### src/rtl/mrpt_pkg.sv
`timescale 1ns / 1ps
// ----------------------------------------------------------------------------
// mrpt_pkg
// Shared types and constants for the Miller-Rabin primality test unit.
// ----------------------------------------------------------------------------
package mrpt_pkg;

    localparam int NUM_SMALL = 12;
    localparam int NUM_BASES = 7;

    typedef logic [5:0]  small_prime_t;
    typedef logic [30:0] mr_base_t;

    function automatic small_prime_t small_prime(input logic [3:0] idx);
        small_prime_t p;
        begin
            unique case (idx)
                4'd0:    p = 6'd2;
                4'd1:    p = 6'd3;
                4'd2:    p = 6'd5;
                4'd3:    p = 6'd7;
                4'd4:    p = 6'd11;
                4'd5:    p = 6'd13;
                4'd6:    p = 6'd17;
                4'd7:    p = 6'd19;
                4'd8:    p = 6'd23;
                4'd9:    p = 6'd29;
                4'd10:   p = 6'd31;
                4'd11:   p = 6'd37;
                default: p = 6'd37;
            endcase
            return p;
        end
    endfunction

    function automatic mr_base_t mr_base(input logic [2:0] idx);
        mr_base_t b;
        begin
            unique case (idx)
                3'd0:    b = 31'd2;
                3'd1:    b = 31'd325;
                3'd2:    b = 31'd9375;
                3'd3:    b = 31'd28178;
                3'd4:    b = 31'd450775;
                3'd5:    b = 31'd9780504;
                3'd6:    b = 31'd1795265022;
                default: b = 31'd2;
            endcase
            return b;
        end
    endfunction

    // shared modular unit operations
    typedef enum logic [1:0] {
        OP_MUL = 2'd0,   // a * b mod n, one bit per cycle
        OP_REM = 2'd1    // a mod n, restoring, one bit per cycle
    } mod_op_t;

    typedef struct packed {
        logic    start;
        mod_op_t op;
    } mod_ctrl_t;

endpackage

### src/rtl/mrpt_mod_unit.sv
`timescale 1ns / 1ps
// ----------------------------------------------------------------------------
// mrpt_mod_unit
// Bit-serial modular multiply and modular reduction, one bit per cycle.
// ----------------------------------------------------------------------------
module mrpt_mod_unit #(
    parameter int WORD_BITS = 64
) (
    input  logic                 aclk,
    input  logic                 aresetn,
    input  mrpt_pkg::mod_ctrl_t  ctrl,
    input  logic [WORD_BITS-1:0] opa,
    input  logic [WORD_BITS-1:0] opb,
    input  logic [WORD_BITS-1:0] modulus,
    output logic                 done,
    output logic [WORD_BITS-1:0] result
);

    localparam int CW = $clog2(WORD_BITS);

    logic                 busy_reg, busy_next;
    logic                 done_reg, done_next;
    mrpt_pkg::mod_op_t    op_reg, op_next;
    logic [CW-1:0]        cnt_reg, cnt_next;
    logic [WORD_BITS-1:0] acc_reg, acc_next;
    logic [WORD_BITS-1:0] a_reg, a_next;
    logic [WORD_BITS-1:0] b_reg, b_next;

    logic [WORD_BITS-1:0] room_acc, dbl, room_a, dbl_add;
    logic [WORD_BITS:0]   rem_sh;
    logic [WORD_BITS-1:0] rem_new;

    always_comb begin
        // acc + acc mod n
        room_acc = modulus - acc_reg;
        dbl      = (acc_reg >= room_acc) ? (acc_reg - room_acc) : (acc_reg + acc_reg);
        room_a   = modulus - a_reg;
        dbl_add  = (dbl >= room_a) ? (dbl - room_a) : (dbl + a_reg);
        // restoring remainder step
        rem_sh   = {acc_reg, b_reg[WORD_BITS-1]};
        rem_new  = (rem_sh >= {1'b0, modulus}) ? WORD_BITS'(rem_sh - {1'b0, modulus})
                                               : rem_sh[WORD_BITS-1:0];
    end

    always_comb begin
        busy_next = busy_reg;
        done_next = 1'b0;
        op_next   = op_reg;
        cnt_next  = cnt_reg;
        acc_next  = acc_reg;
        a_next    = a_reg;
        b_next    = b_reg;
        if (ctrl.start) begin
            busy_next = 1'b1;
            op_next   = ctrl.op;
            cnt_next  = CW'(WORD_BITS - 1);
            acc_next  = '0;
            a_next    = opa;
            b_next    = (ctrl.op == mrpt_pkg::OP_MUL) ? opb : opa;
        end else if (busy_reg) begin
            unique case (op_reg)
                mrpt_pkg::OP_MUL: acc_next = b_reg[WORD_BITS-1] ? dbl_add : dbl;
                mrpt_pkg::OP_REM: acc_next = rem_new;
                default:          acc_next = acc_reg;
            endcase
            b_next   = {b_reg[WORD_BITS-2:0], 1'b0};
            cnt_next = cnt_reg - 1'b1;
            if (cnt_reg == '0) begin
                busy_next = 1'b0;
                done_next = 1'b1;
            end
        end
    end

    always_ff @(posedge aclk) begin
        if (!aresetn) begin
            busy_reg <= 1'b0;
            done_reg <= 1'b0;
            op_reg   <= mrpt_pkg::OP_MUL;
            cnt_reg  <= '0;
        end else begin
            busy_reg <= busy_next;
            done_reg <= done_next;
            op_reg   <= op_next;
            cnt_reg  <= cnt_next;
        end
        acc_reg <= acc_next;
        a_reg   <= a_next;
        b_reg   <= b_next;
    end

    assign done   = done_reg;
    assign result = acc_reg;

endmodule

### src/rtl/mrpt_seq.sv
`timescale 1ns / 1ps
// ----------------------------------------------------------------------------
// mrpt_seq
// Sequencer: trial division, d*2^s split, and Miller-Rabin rounds.
// ----------------------------------------------------------------------------
module mrpt_seq #(
    parameter int WORD_BITS = 64
) (
    input  logic                 aclk,
    input  logic                 aresetn,
    input  logic                 start,
    input  logic [WORD_BITS-1:0] n_in,
    output logic                 idle,
    output logic                 fin,
    output logic                 verdict,
    output mrpt_pkg::mod_ctrl_t  ctrl,
    output logic [WORD_BITS-1:0] opa,
    output logic [WORD_BITS-1:0] opb,
    output logic [WORD_BITS-1:0] modulus,
    input  logic                 mu_done,
    input  logic [WORD_BITS-1:0] mu_result
);

    localparam int CW = $clog2(WORD_BITS) + 1;

    typedef enum logic [10:0] {
        S_IDLE   = 11'b00000000001,
        S_TRIAL  = 11'b00000000010,
        S_TWAIT  = 11'b00000000100,
        S_SPLIT  = 11'b00000001000,
        S_BASE   = 11'b00000010000,
        S_BWAIT  = 11'b00000100000,
        S_POW    = 11'b00001000000,
        S_PWAIT  = 11'b00010000000,
        S_CHECK  = 11'b00100000000,
        S_SQWAIT = 11'b01000000000,
        S_DONE   = 11'b10000000000
    } state_t;

    state_t               state_reg, state_next;
    logic [WORD_BITS-1:0] n_reg, n_next;
    logic [WORD_BITS-1:0] d_reg, d_next;
    logic [CW-1:0]        s_reg, s_next;
    logic [CW-1:0]        r_reg, r_next;
    logic [WORD_BITS-1:0] e_reg, e_next;
    logic [WORD_BITS-1:0] x_reg, x_next;
    logic [WORD_BITS-1:0] bs_reg, bs_next;
    logic [3:0]           k_reg, k_next;
    logic                 sqr_reg, sqr_next;
    logic                 res_reg, res_next;
    mrpt_pkg::mod_ctrl_t  ctrl_c;
    logic [WORD_BITS-1:0] opa_c, opb_c;
    logic [WORD_BITS-1:0] nm1;
    logic [WORD_BITS-1:0] sp_w;

    assign nm1  = n_reg - 1'b1;
    assign sp_w = WORD_BITS'(mrpt_pkg::small_prime(k_reg));

    always_comb begin
        state_next = state_reg;
        n_next = n_reg; d_next = d_reg; s_next = s_reg; r_next = r_reg;
        e_next = e_reg; x_next = x_reg; bs_next = bs_reg; k_next = k_reg;
        sqr_next = sqr_reg; res_next = res_reg;
        ctrl_c = '{start: 1'b0, op: mrpt_pkg::OP_MUL};
        opa_c  = x_reg;
        opb_c  = bs_reg;
        unique case (state_reg)
            S_IDLE: begin
                if (start) begin
                    n_next = n_in;
                    k_next = '0;
                    if (n_in < WORD_BITS'(2)) begin
                        res_next   = 1'b0;
                        state_next = S_DONE;
                    end else begin
                        state_next = S_TRIAL;
                    end
                end
            end
            // n mod small prime computed as n mod p via the unit with modulus p
            S_TRIAL: begin
                ctrl_c     = '{start: 1'b1, op: mrpt_pkg::OP_REM};
                opa_c      = n_reg;
                state_next = S_TWAIT;
            end
            S_TWAIT: begin
                if (mu_done) begin
                    if (mu_result == '0) begin
                        res_next   = (n_reg == sp_w);
                        state_next = S_DONE;
                    end else if (k_reg == 4'(mrpt_pkg::NUM_SMALL - 1)) begin
                        d_next     = nm1;
                        s_next     = '0;
                        state_next = S_SPLIT;
                    end else begin
                        k_next     = k_reg + 1'b1;
                        state_next = S_TRIAL;
                    end
                end
            end
            S_SPLIT: begin
                if (d_reg[0]) begin
                    k_next     = '0;
                    state_next = S_BASE;
                end else begin
                    d_next = d_reg >> 1;
                    s_next = s_reg + 1'b1;
                end
            end
            S_BASE: begin
                if (k_reg == 4'(mrpt_pkg::NUM_BASES)) begin
                    res_next   = 1'b1;
                    state_next = S_DONE;
                end else begin
                    ctrl_c     = '{start: 1'b1, op: mrpt_pkg::OP_REM};
                    opa_c      = WORD_BITS'(mrpt_pkg::mr_base(k_reg[2:0]));
                    state_next = S_BWAIT;
                end
            end
            S_BWAIT: begin
                if (mu_done) begin
                    if (mu_result == '0) begin
                        k_next     = k_reg + 1'b1;
                        state_next = S_BASE;
                    end else begin
                        bs_next    = mu_result;
                        x_next     = WORD_BITS'(1);
                        e_next     = d_reg;
                        state_next = S_POW;
                    end
                end
            end
            // square-and-multiply, multiply step (when the exponent bit is set) then square step per exponent bit
            S_POW: begin
                if (e_reg == '0) begin
                    r_next     = CW'(1);
                    state_next = S_CHECK;
                    if (x_reg == WORD_BITS'(1) || x_reg == nm1) begin
                        k_next     = k_reg + 1'b1;
                        state_next = S_BASE;
                    end
                end else begin
                    ctrl_c     = '{start: 1'b1, op: mrpt_pkg::OP_MUL};
                    sqr_next   = ~e_reg[0];
                    opa_c      = e_reg[0] ? x_reg : bs_reg;
                    opb_c      = bs_reg;
                    state_next = S_PWAIT;
                end
            end
            S_PWAIT: begin
                if (mu_done) begin
                    if (!sqr_reg) begin
                        x_next     = mu_result;
                        sqr_next   = 1'b1;
                        ctrl_c     = '{start: 1'b1, op: mrpt_pkg::OP_MUL};
                        opa_c      = bs_reg;
                        opb_c      = bs_reg;
                    end else begin
                        bs_next    = mu_result;
                        e_next     = e_reg >> 1;
                        state_next = S_POW;
                    end
                end
            end
            S_CHECK: begin
                if (r_reg >= s_reg) begin
                    res_next   = 1'b0;
                    state_next = S_DONE;
                end else begin
                    ctrl_c     = '{start: 1'b1, op: mrpt_pkg::OP_MUL};
                    opa_c      = x_reg;
                    opb_c      = x_reg;
                    state_next = S_SQWAIT;
                end
            end
            S_SQWAIT: begin
                if (mu_done) begin
                    x_next = mu_result;
                    r_next = r_reg + 1'b1;
                    if (mu_result == nm1) begin
                        k_next     = k_reg + 1'b1;
                        state_next = S_BASE;
                    end else begin
                        state_next = S_CHECK;
                    end
                end
            end
            S_DONE: begin
                state_next = S_IDLE;
            end
            default: state_next = S_IDLE;
        endcase
    end

    always_ff @(posedge aclk) begin
        if (!aresetn) begin
            state_reg <= S_IDLE;
        end else begin
            state_reg <= state_next;
        end
        n_reg <= n_next; d_reg <= d_next; s_reg <= s_next; r_reg <= r_next;
        e_reg <= e_next; x_reg <= x_next; bs_reg <= bs_next; k_reg <= k_next;
        sqr_reg <= sqr_next; res_reg <= res_next;
    end

    assign idle    = (state_reg == S_IDLE);
    assign fin     = (state_reg == S_DONE);
    assign verdict = res_reg;
    assign ctrl    = ctrl_c;
    assign opa     = opa_c;
    assign opb     = opb_c;
    // trial division reduces modulo the small prime while it runs, all else modulo n
    assign modulus = (state_reg == S_TRIAL || state_reg == S_TWAIT) ? sp_w : n_reg;

endmodule

### src/rtl/miller_rabin_prime_test_64_unit.sv
`timescale 1ns / 1ps
// sequence: trial division by up to twelve small primes, then per base one reduction
//   and up to 2*WORD_BITS modular multiplies
// transactions: one at a time, the next is accepted once the result is taken
// reset: synchronous active-low aresetn returns the sequencer to idle
// ----------------------------------------------------------------------------
// miller_rabin_prime_test_64_unit
// Deterministic 64-bit Miller-Rabin primality test on one shared modular unit.
// ----------------------------------------------------------------------------
module miller_rabin_prime_test_64_unit #(
    parameter int WORD_BITS = 64
) (
    input  logic        aclk,
    input  logic        aresetn,
    input  logic        s_valid,
    output logic        s_ready,
    input  logic [63:0] s_candidate,
    output logic        m_valid,
    input  logic        m_ready,
    output logic        m_prime_flag
);

    mrpt_pkg::mod_ctrl_t  ctrl;
    logic [WORD_BITS-1:0] opa, opb, modulus, mu_result;
    logic                 mu_done, idle, fin, verdict;
    logic                 busy_reg, busy_next;
    logic                 mval_reg, mval_next;
    logic                 flag_reg, flag_next;

    mrpt_seq #(.WORD_BITS(WORD_BITS)) u_seq (
        .aclk(aclk), .aresetn(aresetn),
        .start(s_valid && s_ready),
        .n_in(s_candidate[WORD_BITS-1:0]),
        .idle(idle), .fin(fin), .verdict(verdict),
        .ctrl(ctrl), .opa(opa), .opb(opb), .modulus(modulus),
        .mu_done(mu_done), .mu_result(mu_result)
    );

    mrpt_mod_unit #(.WORD_BITS(WORD_BITS)) u_mod (
        .aclk(aclk), .aresetn(aresetn), .ctrl(ctrl),
        .opa(opa), .opb(opb), .modulus(modulus),
        .done(mu_done), .result(mu_result)
    );

    // busy covers time from accept until the result is taken at the output
    assign s_ready = idle && !busy_reg;

    always_comb begin
        busy_next = busy_reg;
        mval_next = mval_reg;
        flag_next = flag_reg;
        if (s_valid && s_ready) busy_next = 1'b1;
        if (m_valid && m_ready) mval_next = 1'b0;
        if (fin) begin
            mval_next = 1'b1;
            flag_next = verdict;
        end
        if (m_valid && m_ready) busy_next = 1'b0;
    end

    always_ff @(posedge aclk) begin
        if (!aresetn) begin
            busy_reg <= 1'b0;
            mval_reg <= 1'b0;
        end else begin
            busy_reg <= busy_next;
            mval_reg <= mval_next;
        end
        flag_reg <= flag_next;
    end

    assign m_valid      = mval_reg;
    assign m_prime_flag = flag_reg;

`ifndef SYNTH
    a_no_accept_busy: assert property (@(posedge aclk) disable iff (!aresetn)
        m_valid |-> !s_ready) else $error("input accepted while result pending");
    a_fin_loads: assert property (@(posedge aclk) disable iff (!aresetn)
        fin |=> m_valid) else $error("finished result not presented");
    a_mod_idle: assert property (@(posedge aclk) disable iff (!aresetn)
        s_ready |-> !ctrl.start) else $error("modular unit started while idle");
`endif

endmodule

### config.mk
export PLATFORM = sky130hd
export DESIGN_NAME = miller_rabin_prime_test_64_unit
export DESIGN_NICKNAME = d
export VERILOG_FILES = /design/src/rtl/mrpt_pkg.sv /design/src/rtl/mrpt_mod_unit.sv /design/src/rtl/mrpt_seq.sv /design/src/rtl/miller_rabin_prime_test_64_unit.sv
export SDC_FILE = /design/constraint.sdc
export NUM_CORES = 2
export LEC_CHECK = 0
export BUFFER_PORTS_ARGS = -buffer_cell sky130_fd_sc_hd__buf_2
export CORE_MARGIN = 1.5
export CORE_UTILIZATION = 35
export CTS_BUF_LIST = sky130_fd_sc_hd__clkbuf_4
export CTS_CLUSTER_SIZE = 20
export DETAILED_ROUTE_END_ITERATION = 8
export MAX_ROUTING_LAYER = met4
export RECOVER_POWER = 25
export SYNTH_ARGS = -nofsm -noshare
export SYNTH_HDL_FRONTEND = slang
export SYNTH_HIERARCHICAL = 1
export SYNTH_SLANG_ARGS = --single-unit
### constraint.sdc
create_clock -name aclk -period 16.5 [get_ports aclk]
set_input_delay 4.95 -clock aclk [delete_from_list [all_inputs] [get_ports aclk]]
set_output_delay 4.95 -clock aclk [all_outputs]
set_load 0.02 [all_outputs]
==> flow_summary.json <==
{
  "synthesis.area_mm2": 0.0563,
  "synth_seq_cells": 562,
  "ys_seq_area_share_pct": 28.3,
  "grt_setup_unrepaired": "false",
  "clock_latency_ps": 1160,
  "violations": "max-capacitance violations, max-slew violations",
  "ys_top_cells_by_area": "edfxtp_1, ha_1, a21oi_1",
  "ys_types": 132,
  "holdBufCountCts": 0,
  "start_util_pct": 35.1,
  "tightest_slew_ps": 3150,
  "hp-class": "flip-flop to flip-flop",
  "synth_xor_area_share_pct": 8.50,
  "nFillCells": 16541,
  "rr_worst_depth": 45,
  "whs_path_depth": 1,
  "drv_cap": 6,
  "worst_setup_path_start_kind": "flip-flop",
  "final_common_cell": "nand2_1",
  "clockRootBuffer": "clkbuf_4",
  "h-tree-depth": 4,
  "cts_tree": "done",
  "whs_ps": 466,
  "wl_per_cell_um": 28.0,
  "slew_headroom_pct": -110,
  "yosys_warnings": 6,
  "hold_viol_final": 0,
  "synth_cells": 6869,
  "finalMaxSlewViolations": 229,
  "cp.arrival_ps": 16230,
  "cts_setup_buffers": 0,
  "async_flop_share_pct": 0,
  "clk_path_buf_depth": 3,
  "remaining_drc_errors": 0,
  "totalWireLength_mm": 258,
  "status": "complete, but fails checks",
  "synth_flop_cell": "edfxtp_1",
  "required_ps": 17500,
  "grt.total_usage_pct": 31.3,
  "cts.sinks": 562,
  "critPathTopFamily": "simple AND/OR/NAND/NOR gates",
  "synth_compound_area_share_pct": 24.0,
  "final_cell_mix": "nand2_1, a21oi_1, edfxtp_1",
  "numCtsBuffers": 151,
  "antenna_found_initial": 5,
  "port_buffers": 70,
  "cts_resized": 0,
  "hpwlAfterDp_mm": 204,
  "synth_edf_count": 469,
  "drive_above_1_share_pct": 9.60,
  "grt_pass1_vias": 52613,
  "end_kind": "flip-flop",
  "path_depth": 45,
  "worst-setup-path-type": "flip-flop to flip-flop",
  "max_freq_ghz": 0.0656,
  "grt_max_degree": 91,
  "post-route-period-util_pct": 92.3,
  "synth_top_area_cell": "edfxtp_1",
  "finalClockSkew_ps": 154,
  "cp_num_buf_inv": 3,
  "multi_input_area_mm2": 0.0377,
  "synth_top_family_by_area": "compound AO/OA/AOI/OAI gates",
  "final-seq-area_mm2": 0.0159,
  "synthAdderAreaFrac_pct": 8.95,
  "min_period_ps": 15230,
  "synthSimpleGateAreaFrac_pct": 22.0,
  "core_mm2": 0.160,
  "viasPerCell": 6.18,
  "clk_pin_slew_ps": 70,
  "syn_nets": 7326,
  "io_pins": 71,
  "critPathSlowestCell": "clkbuf_1",
  "critPathMaxStageDelay_ps": 1190,
  "ant_nets": 0,
  "final.setup.tns_ps": 0,
  "drtIter0Drc": 7740,
  "place_congestion": 1.04,
  "rows": 147,
  "setup_viol": 0,
  "synth_top_cell_area_share_pct": 25.0,
  "final_nets": 7383,
  "fp.dieH_um": 404,
  "dieArea_mm2": 0.163,
  "die_w_um": 404,
  "areaGrowthSynthToFinish_pct": 8.59,
  "overflow": 0,
  "route.vias.total": 56859,
  "avgSynthCellArea_um2": 8.20,
  "crit_path_max_fanout": 44,
  "grt_pass1_wl_mm": 367,
  "synth_mux_area_share_pct": 3.35,
  "firstDrtPassIters": 7
}
final cells by class:
| cell class | count | area share, % |
|---|---|---|
| clock buffers | 212 | 2.60 |
| well taps | 2160 | 4.42 |
| inverters | 366 | 2.25 |
| flip-flops and latches | 562 | 26.1 |
| repair buffers | 244 | 2.40 |
| diodes | 7 | 0.0287 |
| clock inverters | 45 | 0.573 |
| multi-input cells | 5601 | 61.6 |
worst reg2reg max path, delay by kind of cell, from the launching register on:
family,cells,cell delay [ps]
DFF,1,400
buffers and inverters,3,1760
and+or+nand+nor,18,6270
AOI/OAI and AO/OA,20,5050
adders and majority gates,3,1560
xor gates and xnor gates,1,150
routing by layer:
layer | vias to the layer above | global-route usage [%] | routed length (um)
met3 | 489 | 4.46 | 24400
met2 | 3277 | 45.2 | 108000
met4 | 0 | 12.0 | 11100
li1 | 25631 | - | -
met1 | 27462 | 44.0 | 114000
met5 | - | - | 0
stage by stage:
stage	util [%]	setup slack, ps	instance area, um^2	std cells
after floorplan	-	5000	56300	6869
after global placement	37.1	1890	59400	8933
after detailed placement	37.1	1850	59400	8933
after CTS	38.3	1830	61300	9190
after global routing	38.2	540	61100	9196
final	38.2	1270	61100	9197
final timing paths:
check / start / to / slack [ps]
worst max-delay path: u_seq/state_reg[7] / u_mod/result[58] / 1270
worst min-delay path: m_valid / busy_reg / 470
worst max register to register: u_seq/state_reg[7] / u_mod/result[58] / 1270
worst min register to register: m_valid / busy_reg / 470
Yosys cell counts (28+ instances only):
cell type,n
mux2i_1,87
a21oi_1,659
nand2b_1,97
o21a_1,56
inv_1,363
or3_1,34
nor2b_1,69
edfxtp_1,469
and2_1,146
a221oi_1,48
ha_1,385
a31oi_1,62
and3_1,69
xor2_1,196
o31ai_1,37
nor2_1,465
nand2_1,770
buf_2,28
o211ai_1,66
nand4_1,130
a22oi_1,44
o21ai_0,395
nor4_1,124
mux2_2,89
dfxtp_1,93
nand3b_1,74
a211oi_1,53
a21o_1,189
a221o_1,32
o21ai_1,29
nor3_1,128
o21bai_1,70
nand3_1,131
clkbuf_1,270
xnor2_1,327
logic make-up after synthesis:
kind of cell,Yosys count
simple gates,2422
other cells,1
xor+xnor,532
compound gates,2066
mux,177
fa+ha+maj,403
flops,562
buf+inv,706
Power is left out: the tool's default activity adds up to more than one toggle a clock period on the data nets, which glitch-free logic cannot reach.
